===== config.mk =====
export PLATFORM = sky130hd
export DESIGN_NAME = circle_point_generator_unit
export DESIGN_NICKNAME = d
export VERILOG_FILES = /design/src/sv/cpg_pkg.sv /design/src/sv/circle_point_generator_unit.sv /design/src/sv/cpg_divmul.sv /design/src/sv/cpg_cordic.sv
export SDC_FILE = /design/constraint.sdc
export NUM_CORES = 2
export LEC_CHECK = 0
export ABC_AREA = 1
export BUFFER_PORTS_ARGS = -buffer_cell sky130_fd_sc_hd__clkbuf_2
export CORE_MARGIN = 5
export CORE_UTILIZATION = 60
export DETAILED_ROUTE_END_ITERATION = 16
export PLACE_DENSITY = 0.85
export SYNTH_ARGS = -nofsm -noshare
export SYNTH_HDL_FRONTEND = slang
export SYNTH_SLANG_ARGS = --single-unit

===== constraint.sdc =====
create_clock -name i_clk -period 11 [get_ports i_clk]
set_input_delay 1.65 -clock i_clk [delete_from_list [all_inputs] [get_ports i_clk]]
set_output_delay 1.65 -clock i_clk [all_outputs]
set_load 0.005 [all_outputs]

===== src/sv/cpg_pkg.sv =====
// Shared constants, types and functions of the circle point generator.
// No dependencies; used by every RTL file of the block.
`timescale 1ns / 1ps
`default_nettype none

package cpg_pkg;

    localparam int INDEX_WIDTH    = 16;
    localparam int CORDIC_STEPS   = 24;
    localparam int COUNT_WIDTH    = 16;
    localparam int RADIUS_WIDTH   = 31;
    localparam int DATA_WIDTH     = 32;
    localparam int PHASE_WIDTH    = 32;
    localparam int GAIN_WIDTH     = 32;
    localparam int PROD_WIDTH     = RADIUS_WIDTH + GAIN_WIDTH + 1;
    localparam int X0_WIDTH       = RADIUS_WIDTH + GAIN_WIDTH - 16;
    localparam int CORDIC_WIDTH   = X0_WIDTH + 3;
    localparam int ANGLE_WIDTH    = 34;
    localparam int STEP_WIDTH     = $clog2(CORDIC_STEPS);
    localparam int MUL_CNT_WIDTH  = $clog2(GAIN_WIDTH);
    localparam int CMP_WIDTH      =
        ((INDEX_WIDTH > COUNT_WIDTH) ? INDEX_WIDTH : COUNT_WIDTH) + 1;

    localparam logic [GAIN_WIDTH-1:0] GAIN_Q32 = 32'h9B74EDA8;

    typedef logic [1:0] t_cfg_index;
    localparam t_cfg_index CFG_RADIUS      = 2'd0;
    localparam t_cfg_index CFG_POINT_COUNT = 2'd1;
    localparam t_cfg_index CFG_HEIGHT      = 2'd2;

    typedef enum logic [1:0] {
        ST_IDLE,
        ST_MULDIV,
        ST_ROTATE,
        ST_FINISH
    } t_state;

    typedef struct packed {
        logic                    done;
        logic [PHASE_WIDTH-1:0]  phase;
        logic [X0_WIDTH-1:0]     x0;
    } t_dm_result;

    // arctan(2^-i) as a fraction of a turn, Q0.32
    function automatic logic [PHASE_WIDTH-1:0] atan_turn(input logic [STEP_WIDTH-1:0] step);
        logic [PHASE_WIDTH-1:0] v;
        v = '0;
        unique case (5'(step))
            5'd0:  v = 32'h20000000;
            5'd1:  v = 32'h12E4051E;
            5'd2:  v = 32'h09FB385B;
            5'd3:  v = 32'h051111D4;
            5'd4:  v = 32'h028B0D43;
            5'd5:  v = 32'h0145D7E1;
            5'd6:  v = 32'h00A2F61E;
            5'd7:  v = 32'h00517C55;
            5'd8:  v = 32'h0028BE53;
            5'd9:  v = 32'h00145F2F;
            5'd10: v = 32'h000A2F98;
            5'd11: v = 32'h000517CC;
            5'd12: v = 32'h00028BE6;
            5'd13: v = 32'h000145F3;
            5'd14: v = 32'h0000A2FA;
            5'd15: v = 32'h0000517D;
            5'd16: v = 32'h000028BE;
            5'd17: v = 32'h0000145F;
            5'd18: v = 32'h00000A30;
            5'd19: v = 32'h00000518;
            5'd20: v = 32'h0000028C;
            5'd21: v = 32'h00000146;
            5'd22: v = 32'h000000A3;
            5'd23: v = 32'h00000051;
            5'd24: v = 32'h00000029;
            5'd25: v = 32'h00000014;
            5'd26: v = 32'h0000000A;
            5'd27: v = 32'h00000005;
            5'd28: v = 32'h00000003;
            5'd29: v = 32'h00000001;
            default: v = '0;
        endcase
        return v;
    endfunction

    // Round to nearest (ties up), drop 16 guard bits, saturate to 32 bits
    function automatic logic [DATA_WIDTH-1:0] round_sat(
        input logic signed [CORDIC_WIDTH-1:0] v
    );
        logic signed [CORDIC_WIDTH-1:0] r;
        r = (v + CORDIC_WIDTH'(32768)) >>> 16;
        if (r > CORDIC_WIDTH'(64'sh7FFFFFFF)) begin
            return 32'h7FFFFFFF;
        end else if (r < -CORDIC_WIDTH'(64'sh80000000)) begin
            return 32'h80000000;
        end
        return r[DATA_WIDTH-1:0];
    endfunction

endpackage

`default_nettype wire


===== src/sv/circle_point_generator_unit.sv =====
// Top level of the circle point generator: registers, sequencer, output stage.
// Depends on cpg_pkg, cpg_divmul and cpg_cordic.
`timescale 1ns / 1ps
`default_nettype none

// Each transaction on the slave stream with step_request set produces one set
// point (x, y, z) on a horizontal circle and advances the point index, which
// wraps at point_count (a count of zero acts as one; an index left stale by a
// lowered count restarts at point 0). The angle is index/point_count of a
// turn; x = radius*cos, y = radius*sin, rounded to Q16.16 and saturated, z is
// the height register. A transaction with step_request clear is consumed and
// produces nothing. A point passes through the bit-serial phase divider,
// which also runs the serial radius-gain multiply, then the phase fold, the
// CORDIC launch and the CORDIC micro-rotations, then the finish state, which
// loads the rounded output register once it is free. One point is in
// flight at a time, so the next request is taken the cycle after the output
// register loads; a finished point waits in the output register while the
// next request is taken. Configuration writes are always accepted and must
// only be issued while no point is in flight.
module circle_point_generator_unit (
    input  wire logic                    i_clk,
    input  wire logic                    i_rst_n,
    // config write channel
    input  wire logic                    i_cfg_valid,
    output logic                         o_cfg_ready,
    input  wire logic [1:0]              i_cfg_index,
    input  wire logic [31:0]             i_cfg_data,
    // request stream
    input  wire logic                    s_axis_tvalid,
    output logic                         s_axis_tready,
    input  wire logic [7:0]              s_axis_tdata,   // [0] step_request
    // set point stream
    output logic                         m_axis_tvalid,
    input  wire logic                    m_axis_tready,
    output logic [95:0]                  m_axis_tdata    // [31:0] pos_x, [63:32] pos_y,
                                                         // [95:64] pos_z
);

    cpg_pkg::t_state                            r_state, n_state;

    logic [cpg_pkg::RADIUS_WIDTH-1:0]           r_radius;
    logic [cpg_pkg::COUNT_WIDTH-1:0]            r_point_count;
    logic [cpg_pkg::DATA_WIDTH-1:0]             r_height;
    logic [cpg_pkg::INDEX_WIDTH-1:0]            r_index;
    logic [1:0]                                 r_quad;
    logic signed [cpg_pkg::ANGLE_WIDTH-1:0]     r_z0;
    logic                                       r_busy_cordic_q;

    logic                                       r_out_valid;
    logic [cpg_pkg::DATA_WIDTH-1:0]             r_pos_x;
    logic [cpg_pkg::DATA_WIDTH-1:0]             r_pos_y;
    logic [cpg_pkg::DATA_WIDTH-1:0]             r_pos_z;

    logic                                       w_accept;
    logic                                       w_request;
    logic [cpg_pkg::CMP_WIDTH-1:0]              w_count;
    logic [cpg_pkg::CMP_WIDTH-1:0]              w_idx;
    logic [cpg_pkg::CMP_WIDTH-1:0]              w_nxt;
    logic [cpg_pkg::CMP_WIDTH-1:0]              w_nxt_idx;
    logic                                       w_dm_start;
    logic                                       w_cordic_start;
    logic                                       w_load_out;
    cpg_pkg::t_dm_result                        w_dm;
    logic [cpg_pkg::PHASE_WIDTH-1:0]            w_biased;
    logic [1:0]                                 w_q;
    logic [cpg_pkg::PHASE_WIDTH-1:0]            w_d;
    logic signed [cpg_pkg::CORDIC_WIDTH-1:0]    w_cx, w_cy;
    logic                                       w_cdone;
    logic signed [cpg_pkg::CORDIC_WIDTH-1:0]    w_fx, w_fy;

    assign o_cfg_ready   = 1'b1;
    assign s_axis_tready = (r_state == cpg_pkg::ST_IDLE);
    assign w_accept      = s_axis_tvalid && s_axis_tready;
    assign w_request     = w_accept && s_axis_tdata[0];

    // effective count and index of the point to produce
    assign w_count = (r_point_count == '0) ? cpg_pkg::CMP_WIDTH'(1)
                                            : cpg_pkg::CMP_WIDTH'(r_point_count);
    assign w_idx   = (cpg_pkg::CMP_WIDTH'(r_index) >= w_count) ? '0
                                                              : cpg_pkg::CMP_WIDTH'(r_index);
    assign w_nxt   = w_idx + 1'b1;
    // wrap at the count, and also where the index register would overflow
    assign w_nxt_idx = ((w_nxt >= w_count) || (w_nxt[cpg_pkg::CMP_WIDTH-1:cpg_pkg::INDEX_WIDTH] != '0))
                     ? '0 : w_nxt;

    // config register writes
    always_ff @(posedge i_clk) begin
        if (!i_rst_n) begin
            r_radius      <= cpg_pkg::RADIUS_WIDTH'(65536);
            r_point_count <= cpg_pkg::COUNT_WIDTH'(360);
            r_height      <= '0;
        end else if (i_cfg_valid && o_cfg_ready) begin
            unique case (i_cfg_index)
                cpg_pkg::CFG_RADIUS:      r_radius      <= i_cfg_data[cpg_pkg::RADIUS_WIDTH-1:0];
                cpg_pkg::CFG_POINT_COUNT: r_point_count <= i_cfg_data[cpg_pkg::COUNT_WIDTH-1:0];
                cpg_pkg::CFG_HEIGHT:      r_height      <= i_cfg_data;
                default: ;  // drop writes to unknown registers
            endcase
        end
    end

    // advance the point index as soon as a request is taken
    always_ff @(posedge i_clk) begin
        if (!i_rst_n) begin
            r_index <= '0;
        end else if (w_request) begin
            r_index <= w_nxt_idx[cpg_pkg::INDEX_WIDTH-1:0];
        end
    end

    assign w_dm_start = w_request;

    cpg_divmul u_divmul (
        .i_clk    (i_clk),
        .i_rst_n  (i_rst_n),
        .i_start  (w_dm_start),
        .i_index  (w_idx[cpg_pkg::COUNT_WIDTH-1:0]),
        .i_count  (w_count[cpg_pkg::COUNT_WIDTH-1:0]),
        .i_radius (r_radius),
        .o_result (w_dm)
    );

    // fold the phase into +-1/8 turn around the nearest quadrant
    assign w_biased = w_dm.phase + 32'h20000000;
    assign w_q      = w_biased[cpg_pkg::PHASE_WIDTH-1 -: 2];
    assign w_d      = w_dm.phase - {w_q, {(cpg_pkg::PHASE_WIDTH-2){1'b0}}};

    always_ff @(posedge i_clk) begin
        if (w_dm.done) begin
            r_quad <= w_q;
            r_z0   <= signed'({{(cpg_pkg::ANGLE_WIDTH-cpg_pkg::PHASE_WIDTH)
                                {w_d[cpg_pkg::PHASE_WIDTH-1]}}, w_d});
        end
    end

    // CORDIC launches the cycle after the fold registers load
    assign w_cordic_start = (r_state == cpg_pkg::ST_ROTATE) && !r_busy_cordic_q;

    always_ff @(posedge i_clk) begin
        if (!i_rst_n) begin
            r_busy_cordic_q <= 1'b0;
        end else begin
            r_busy_cordic_q <= (r_state == cpg_pkg::ST_ROTATE);
        end
    end

    cpg_cordic u_cordic (
        .i_clk   (i_clk),
        .i_rst_n (i_rst_n),
        .i_start (w_cordic_start),
        .i_x0    (w_dm.x0),
        .i_z0    (r_z0),
        .o_x     (w_cx),
        .o_y     (w_cy),
        .o_done  (w_cdone)
    );

    // restore the quadrant by swapping and negating
    always_comb begin
        w_fx = w_cx;
        w_fy = w_cy;
        unique case (r_quad)
            2'd1: begin
                w_fx = -w_cy;
                w_fy = w_cx;
            end
            2'd2: begin
                w_fx = -w_cx;
                w_fy = -w_cy;
            end
            2'd3: begin
                w_fx = w_cy;
                w_fy = -w_cx;
            end
            default: ;
        endcase
    end

    // sequencer
    always_ff @(posedge i_clk) begin
        if (!i_rst_n) begin
            r_state <= cpg_pkg::ST_IDLE;
        end else begin
            r_state <= n_state;
        end
    end

    always_comb begin
        n_state    = r_state;
        w_load_out = 1'b0;
        unique case (r_state)
            cpg_pkg::ST_IDLE: begin
                if (w_request) begin
                    n_state = cpg_pkg::ST_MULDIV;
                end
            end
            cpg_pkg::ST_MULDIV: begin
                if (w_dm.done) begin
                    n_state = cpg_pkg::ST_ROTATE;
                end
            end
            cpg_pkg::ST_ROTATE: begin
                if (w_cdone) begin
                    n_state = cpg_pkg::ST_FINISH;
                end
            end
            cpg_pkg::ST_FINISH: begin
                // hold until the output register is free
                if (!r_out_valid || m_axis_tready) begin
                    w_load_out = 1'b1;
                    n_state    = cpg_pkg::ST_IDLE;
                end
            end
            default: n_state = cpg_pkg::ST_IDLE;
        endcase
    end

    // output register
    always_ff @(posedge i_clk) begin
        if (!i_rst_n) begin
            r_out_valid <= 1'b0;
        end else if (w_load_out) begin
            r_out_valid <= 1'b1;
        end else if (m_axis_tready) begin
            r_out_valid <= 1'b0;
        end
    end

    always_ff @(posedge i_clk) begin
        if (w_load_out) begin
            r_pos_x <= cpg_pkg::round_sat(w_fx);
            r_pos_y <= cpg_pkg::round_sat(w_fy);
            r_pos_z <= r_height;
        end
    end

    assign m_axis_tvalid = r_out_valid;
    assign m_axis_tdata  = {r_pos_z, r_pos_y, r_pos_x};

endmodule

`default_nettype wire


===== src/sv/cpg_divmul.sv =====
// Bit-serial restoring divider (phase) and shift-add multiplier (CORDIC start).
// Depends on cpg_pkg.
`timescale 1ns / 1ps
`default_nettype none

module cpg_divmul (
    input  wire logic                                i_clk,
    input  wire logic                                i_rst_n,
    input  wire logic                                i_start,
    input  wire logic [cpg_pkg::COUNT_WIDTH-1:0]     i_index,
    input  wire logic [cpg_pkg::COUNT_WIDTH-1:0]     i_count,
    input  wire logic [cpg_pkg::RADIUS_WIDTH-1:0]    i_radius,
    output cpg_pkg::t_dm_result                      o_result
);

    logic                                   r_busy;
    logic                                   r_done;
    logic [cpg_pkg::MUL_CNT_WIDTH-1:0]      r_cnt;
    logic [cpg_pkg::COUNT_WIDTH-1:0]        r_rem;
    logic [cpg_pkg::COUNT_WIDTH-1:0]        r_count;
    logic [cpg_pkg::PHASE_WIDTH-1:0]        r_quo;
    logic [cpg_pkg::PROD_WIDTH-1:0]         r_prod;

    logic [cpg_pkg::COUNT_WIDTH:0]          w_dbl;
    logic [cpg_pkg::COUNT_WIDTH:0]          w_sub;
    logic                                   w_ge;
    logic [cpg_pkg::GAIN_WIDTH:0]           w_add;

    assign w_dbl = {r_rem, 1'b0};
    assign w_ge  = (w_dbl >= {1'b0, r_count});
    assign w_sub = w_dbl - {1'b0, r_count};
    assign w_add = {1'b0, r_prod[cpg_pkg::PROD_WIDTH-1 -: cpg_pkg::GAIN_WIDTH]}
                 + (r_prod[0] ? {1'b0, cpg_pkg::GAIN_Q32} : '0);

    always_ff @(posedge i_clk) begin
        if (!i_rst_n) begin
            r_busy <= 1'b0;
            r_done <= 1'b0;
            r_cnt  <= '0;
        end else begin
            r_done <= 1'b0;
            if (i_start) begin
                r_busy <= 1'b1;
                r_cnt  <= '0;
            end else if (r_busy) begin
                r_cnt <= r_cnt + 1'b1;
                if (r_cnt == {cpg_pkg::MUL_CNT_WIDTH{1'b1}}) begin
                    r_busy <= 1'b0;
                    r_done <= 1'b1;
                end
            end
        end
    end

    always_ff @(posedge i_clk) begin
        if (i_start) begin
            r_rem   <= i_index;
            r_count <= i_count;
            r_quo   <= '0;
            r_prod  <= {{(cpg_pkg::PROD_WIDTH-cpg_pkg::RADIUS_WIDTH){1'b0}}, i_radius};
        end else if (r_busy) begin
            r_rem  <= w_ge ? w_sub[cpg_pkg::COUNT_WIDTH-1:0] : w_dbl[cpg_pkg::COUNT_WIDTH-1:0];
            r_quo  <= {r_quo[cpg_pkg::PHASE_WIDTH-2:0], w_ge};
            r_prod <= {w_add, r_prod[cpg_pkg::PROD_WIDTH-cpg_pkg::GAIN_WIDTH-1:1]};
        end
    end

    assign o_result.done  = r_done;
    assign o_result.phase = r_quo;
    assign o_result.x0    = r_prod[cpg_pkg::X0_WIDTH+15:16];

endmodule

`default_nettype wire


===== src/sv/cpg_cordic.sv =====
// Rotation-mode CORDIC, one micro-rotation per clock.
// Depends on cpg_pkg for widths and the arctangent table.
`timescale 1ns / 1ps
`default_nettype none

module cpg_cordic (
    input  wire logic                                    i_clk,
    input  wire logic                                    i_rst_n,
    input  wire logic                                    i_start,
    input  wire logic [cpg_pkg::X0_WIDTH-1:0]            i_x0,
    input  wire logic signed [cpg_pkg::ANGLE_WIDTH-1:0]  i_z0,
    output logic signed [cpg_pkg::CORDIC_WIDTH-1:0]      o_x,
    output logic signed [cpg_pkg::CORDIC_WIDTH-1:0]      o_y,
    output logic                                         o_done
);

    logic                                       r_busy;
    logic                                       r_done;
    logic [cpg_pkg::STEP_WIDTH-1:0]             r_i;
    logic signed [cpg_pkg::CORDIC_WIDTH-1:0]    r_x;
    logic signed [cpg_pkg::CORDIC_WIDTH-1:0]    r_y;
    logic signed [cpg_pkg::ANGLE_WIDTH-1:0]     r_z;

    logic signed [cpg_pkg::CORDIC_WIDTH-1:0]    w_dx;
    logic signed [cpg_pkg::CORDIC_WIDTH-1:0]    w_dy;
    logic signed [cpg_pkg::ANGLE_WIDTH-1:0]     w_at;

    assign w_dx = r_y >>> r_i;
    assign w_dy = r_x >>> r_i;
    assign w_at = signed'({{(cpg_pkg::ANGLE_WIDTH-cpg_pkg::PHASE_WIDTH){1'b0}},
                           cpg_pkg::atan_turn(r_i)});

    always_ff @(posedge i_clk) begin
        if (!i_rst_n) begin
            r_busy <= 1'b0;
            r_done <= 1'b0;
            r_i    <= '0;
        end else begin
            r_done <= 1'b0;
            if (i_start) begin
                r_busy <= 1'b1;
                r_i    <= '0;
            end else if (r_busy) begin
                r_i <= r_i + 1'b1;
                if (r_i == cpg_pkg::STEP_WIDTH'(cpg_pkg::CORDIC_STEPS - 1)) begin
                    r_busy <= 1'b0;
                    r_done <= 1'b1;
                end
            end
        end
    end

    always_ff @(posedge i_clk) begin
        if (i_start) begin
            r_x <= signed'({{(cpg_pkg::CORDIC_WIDTH-cpg_pkg::X0_WIDTH){1'b0}}, i_x0});
            r_y <= '0;
            r_z <= i_z0;
        end else if (r_busy) begin
            // rotate toward zero residual angle
            if (!r_z[cpg_pkg::ANGLE_WIDTH-1]) begin
                r_x <= r_x - w_dx;
                r_y <= r_y + w_dy;
                r_z <= r_z - w_at;
            end else begin
                r_x <= r_x + w_dx;
                r_y <= r_y - w_dy;
                r_z <= r_z + w_at;
            end
        end
    end

    assign o_x    = r_x;
    assign o_y    = r_y;
    assign o_done = r_done;

endmodule

`default_nettype wire


### Word level (Yosys, flattened, before mapping)

Memories as Yosys holds them, arrays and structs flattened. A register that Yosys moved wholly into a read port is not among the register bits.
Cells that the tools add are included.

| word-level totals | value |
|---|---|
| register bits after elaboration | 505 |
| latch bits | 0 |
| bits in writable memories | 0 |
| memory bits (read-only) | 960 |
| input bits | 47 |
| word-level logic and storage cells | 141 |
| memories kept | 1 |

| cells by class | value |
|---|---|
| add/sub/neg operators | 17 |
| multiply operators | 0 |
| div/mod/pow operators | 0 |
| order comparisons | 7 |
| eq/ne operators | 14 |
| shift-type cells | 2 |
| mux-type cells | 49 |
| bitwise logic cells | 3 |
| reduce and logical (&&, ||, !) cells | 21 |

Memories:

| memory | words | width | read ports | clocked after Yosys merged registers in | wr ports | line | source |
|---|---|---|---|---|---|---|---|
| (name not given) | 32 | 30 | 1 | 1 | 0 | cpg_pkg.sv:48 | `unique case (5'(step))` |

Operator list:

| operator | number |
|---|---|
| case mux 50 bit (3 select lines) | 2 |
| 2-to-1 mux 32 bit | 7 |
| 2-to-1 mux 34 bit | 3 |
| adder 50 x 17 -> 50 bit, second input constant | 2 |
| adder 50 bit | 2 |
| 2-to-1 mux 50 bit | 2 |
| negation 50 bit | 2 |
| >>> shifter 50 x 5 -> 50 bit | 2 |
| subtractor 50 bit | 2 |
| 2-to-1 mux 16 bit | 6 |
| 2-to-1 mux 47 bit | 2 |
| > comparator 34 x 32 -> 1 bit, second input constant | 2 |
| < comparator 34 x 32 -> 1 bit, second input constant | 2 |
| 2-to-1 mux 31 bit | 2 |
| adder 34 x 33 -> 34 bit | 1 |
| greater-or-equal comparator 17 x 16 -> 1 bit | 2 |
| subtractor 34 x 33 -> 34 bit | 1 |
| adder 32 x 32 -> 33 bit | 1 |
| adder 32 x 30 -> 32 bit, second input constant | 1 |
| subtractor 32 bit | 1 |
| 2-to-1 mux 1 bit | 18 |
| adder 16 x 1 -> 17 bit, second input constant | 1 |
| greater-or-equal comparator 16 bit | 1 |
| logical NOT 16 bit | 1 |
| other kinds (20) | 47 |

### Logic depth before layout (Yosys ltp)

| depth | value |
|---|---|
| depth after elaboration | 8 |
| depth in mapped cells | 40 |
| gate-level depth less buffers | 38 |

### By module

Synthesis repeated with hierarchy kept, for this count alone.

| second synthesis, totals | value |
|---|---|
| cells, all modules | 7676 |
| area total of the unflattened synthesis | 48431.4 um^2 |

By module, submodules not included:

| module | instances | cells an instance | area each (um^2) |
|---|---|---|---|
| cpg_cordic | 1 | 4165 | 24278.3 |
| circle_point_generator_unit | 1 | 2394 | 16061.7 |
| cpg_divmul | 1 | 1117 | 8091.5 |

### Worst setup path after synthesis

No wires, ideal clock.

| timing | value |
|---|---|
| path type | input -> register |
| start point | input port m_axis_tready |
| end point | register r_pos_x[0] (netlist bit), enable pin |
| setup time | 582 ps |
| arrival | 6301 ps |
| required time | 10418 ps |
| path slack | 4117 ps |
| cell stages on the path | 2 |
| buffers on the path | 0 |
| cells stage by stage | inv_1 > a21oi_1 |

| on the way | value |
|---|---|
| word-level cells in the longest chain between the ends | 3 |

Ends and longest elaborated chain:

| item | line | source |
|---|---|---|
| start, declared | circle_point_generator_unit.sv:34 | `input wire logic m_axis_tready,` |
| logical OR 1 bit | circle_point_generator_unit.sv:209 | `if (!r_out_valid \|\| m_axis_tready) begin` |
| 2-to-1 mux 1 bit | circle_point_generator_unit.sv:209 |  |
| 2-to-1 mux 1 bit | circle_point_generator_unit.sv:191 | `unique case (r_state)` |
| net w_load_out | circle_point_generator_unit.sv:62 | `logic w_load_out;` |
| end signal, assigned | circle_point_generator_unit.sv:231 | `r_pos_x <= cpg_pkg::round_sat(w_fx);` |
| end, declared | circle_point_generator_unit.sv:50 | `logic [cpg_pkg::DATA_WIDTH-1:0] r_pos_x;` |

The timed path passes the listed nets, and every way through them passes these cells.
A chain may end at the register's enable or synchronous reset.

### Final worst setup path

| timing | value |
|---|---|
| start point | register u_cordic.r_i[3] (netlist bit) |
| end point | register u_cordic.r_x (netlist bit u_cordic.o_x[43]) (data pin) |

| on the way | value |
|---|---|
| word-level cells in the longest chain between the ends | 5 |
| elaborated cells between the ends (all ways) | 6 |
| classes of those cells | add/sub (2); shift (1); mux (3) |

Ends and longest elaborated chain:

| item | line | source |
|---|---|---|
| start, declared | cpg_cordic.sv:19 | `logic [cpg_pkg::STEP_WIDTH-1:0] r_i;` |
| start signal, assigned | cpg_cordic.sv:44 | `r_i <= r_i + 1'b1;` |
| >>> shifter 50 x 5 -> 50 bit * | cpg_cordic.sv:28 | `assign w_dx = r_y >>> r_i;` |
| subtractor 50 bit or adder 50 bit (tied branches) | cpg_cordic.sv:61, cpg_cordic.sv:65 |  |
| 2-to-1 mux 50 bit * | cpg_cordic.sv:60 | `if (!r_z[cpg_pkg::ANGLE_WIDTH-1]) begin` |
| 2-to-1 mux 47 bit * | cpg_cordic.sv:58 | `end else if (r_busy) begin` |
| 2-to-1 mux 47 bit * | cpg_cordic.sv:54 | `if (i_start) begin` |
| end signal, assigned | cpg_cordic.sv:55 | `r_x <= signed'({{(cpg_pkg::CORDIC_WIDTH-cpg_pkg::X0_WIDTH){1'b0}}, i_x0});` |
| end signal, assigned | cpg_cordic.sv:61 | `r_x <= r_x - w_dx;` |
| end signal, assigned | cpg_cordic.sv:65 | `r_x <= r_x + w_dx;` |
| end, declared | cpg_cordic.sv:20 | `logic signed [cpg_pkg::CORDIC_WIDTH-1:0] r_x;` |

Every way passes the cells marked *; elsewhere a longest branch is shown, timed or not. The select of a mux whose other input is x is not followed.

==> flow_summary.yaml <==
floorplan:
  ios: 146
  die_area_sq_um: 83200
  design.core.area_sq_um: 77200
  rows: 102
  die_w_um: 289
  die_height_um: 289
  start_util_pct: 60.3
run_status:
  status: "completed"
clock_tree:
  clk_pin_slew_ns: 0.07
  cts_buffers: 57
  cts_tree: "built"
  cts_sinks: 535
  cts_setup_buffers: 0
  cts_resized: 0
  clock-root-buffer: "clkbuf_16"
  cts_hold_buffers: 0
  clockBufferDepth: 3
  htree_num_levels: 2
  clock_latency_ns: 0.66
synth:
  netlist_instances: 7199
  ys_seq_area_share_pct: 28.9
  synthesis.area_sq_um: 46500
  syn-num-nets: 7470
  synthArstFlopShare_pct: 0
  synth-seq-cells: 535
  ys_types: 73
  synth_edf_count: 274
  syn_area_per_cell_sq_um: 6.46
  synth_ff_type: "edfxtp_1"
  yosysWarningCount: 0
timing:
  min_period_over_period_pct: 63.0
  tightest_slew_ns: 1.11
  min_period_ns: 6.93
  setup_violations: 0
  slew_headroom_pct: 25.6
  fin_tns_setup_ns: 0
  finClkSkew_ns: 0.0200
  maxSlewViolCount: 0
  hold_viol_final: 0
  fmax_ghz: 0.144
  grt_setup_unrepaired: "false"
layout:
  mostFrequentLayoutCell: "nand2_1"
  layout_common_cells: "1921 x nand2_1, 939 x nand3_1, 770 x inv_1"
  n_fill_cell: 6998
  final_nets: 7416
  multiInputGateArea_sq_um: 28700
  seq_area_sq_um: 13500
  syn2layout_area_growth_pct: 6.34
  drive_gt1_share_pct: 6.90
global_routing:
  globalRouteOverflowTotal: 0
  antenna_found_initial: 4
  grt_usage_pct: 40.1
  grt_pass1_vias: 47200
  grt_max_degree: 101
  grt_pass1_wl_mm: 263
worst_setup_path:
  end_kind: "register"
  worstPathRequired_ns: 11.39
  cpLargestDelayFamily: "simple AND/OR/NAND/NOR gates"
  critical_path.most_common_cell: "o21ai_0"
  cp-start-kind: "register"
  r2r-start: "u_cordic.r_i[3]"
  max_stage_delay_ns: 0.79
  slowest_stage: "buf_4"
  r2r-end: "u_cordic.o_x[43]"
  path_max_fanout: 86
  r2r_slack_ns: 4.07
  rr_worst_depth: 28
  critPathArrivalTime_ns: 7.32
  cp.buffers_inverters: 4
  path_class: "reg -> reg"
worst_hold_path:
  whs_endpoint: "r_pos_z[6]"
  hold_depth: 0
  min_path_type: "reg -> reg"
  worstHoldStart: "r_height[6]"
flow_run:
  cap_viol_max_count: 0
drt:
  drtIter0Drc: 6117
  wl_per_cell_um: 21.1
  viasPerCell: 6.11
  drc: 0
  num_vias: 50300
  wl_mm: 174
  ant_nets: 0
  drt_pass1_iterations: 9
place:
  dpl.hpwl_mm: 130
  gp_congestion: 1.06
  io_buffers: 137
[per-layer routing]
metal / part of all wire [%] / wire length [um] / up-vias / global-route usage (%)
met3: 9.6 / 16700 / 688 / 7.73
met5: 0.072 / 126 / - / 0.988
met1: 37 / 65000 / 23000 / 48.9
li1: - / - / 23800 / -
met2: 45 / 77800 / 2785 / 64.6
met4: 8.2 / 14300 / 4 / 26.6
[worst reg2reg max path, delay by kind of cell (launching register included)]
kind	cells	cell delay [ns]
buf+inv	4	1.65
flops	1	0.31
fa+ha+maj	1	0.35
simple gates	13	2.10
xor+xnor	1	0.18
compound gates	9	2.07
[cell families after synthesis]
logic type	share of synthesized area, %
other cells	0.00806
buf+inv	9.58
fa+ha+maj	6.09
simple gates	36.6
flops	28.9
compound gates	13.4
xor+xnor	5.34
[through the flow]
step / hold slack, ns / utilization [%] / setup WS [ns] / instance area, sq um / cells
after floorplan: 0.408 / - / 4.12 / 46500 / 7199
after global placement: 0.411 / 61.5 / 4.45 / 47500 / 8126
after detailed placement: 0.416 / 61.5 / 4.35 / 47500 / 8126
after CTS: 0.427 / 64.1 / 4.32 / 49500 / 8232
after global routing: 0.440 / 64.1 / 3.70 / 49500 / 8232
final: 0.435 / 64.1 / 4.07 / 49500 / 8233
[area by class of cell]
class | instances | share of cell area [%]
Inverter | 797 | 6.06
Sequential cell | 535 | 27.2
Timing Repair Buffer | 182 | 2.07
Clock buffer | 76 | 3.19
Multi-Input combinational cell | 5572 | 57.9
Antenna cell | 1 | 0.00506
Tap cell | 1040 | 2.63
Clock inverter | 30 | 0.905
[synth_stat cells (24+ instances only)]
master	number	area [sq um]
nand2_1	1922	7210
nand3_1	941	4710
inv_1	775	2910
nor2_1	708	2660
o21ai_0	454	2270
a21oi_1	379	1900
edfxtp_1	274	8230
dfxtp_1	261	5230
ha_1	220	2750
xor2_1	169	1480
clkbuf_1	154	578
xnor2_1	115	1010
nor3_1	76	380
nand4_1	67	419
a31oi_1	60	375
buf_2	55	275
or2_2	47	294
nor2_2	45	282
buf_1	41	154
a22oi_1	38	285
o211ai_1	36	270
nand2_2	33	206
buf_6	28	315
o21ai_1	28	140
nor4_1	24	150
[how the worst max path moves through the flow]
stage	depth (start not counted)	start	end
detailed placement	31	u_cordic.r_i[3]	u_cordic.o_y[45]
global placement	31	u_cordic.r_i[3]	u_cordic.o_y[45]
finish	28	u_cordic.r_i[3]	u_cordic.o_x[43]
global route	31	u_cordic.r_i[3]	u_cordic.o_y[45]
CTS	28	u_cordic.r_i[3]	u_cordic.o_x[43]
floorplan	2	m_axis_tready	r_pos_x[0]
[registers in the layout, summed over array words and instances, names as in the netlist, 5 cells and up]
| name | flops |
|---|---|
| r_height | 32 |
| r_index | 16 |
| r_point_count | 16 |
| r_pos_x | 32 |
| r_pos_y | 32 |
| r_pos_z | 32 |
| r_radius | 31 |
| r_z0 | 32 |
| u_cordic.o_x | 50 |
| u_cordic.o_y | 50 |
| u_cordic.r_i | 5 |
| u_cordic.r_z | 34 |
| u_cordic.w_at | 30 |
| u_divmul.r_cnt | 5 |
| u_divmul.r_count | 16 |
| u_divmul.r_prod | 64 |
| u_divmul.r_quo | 32 |
| u_divmul.r_rem | 16 |
Power is left out: the tool's default activity adds up to more than one toggle a clock period on the data nets, which glitch-free logic cannot reach.
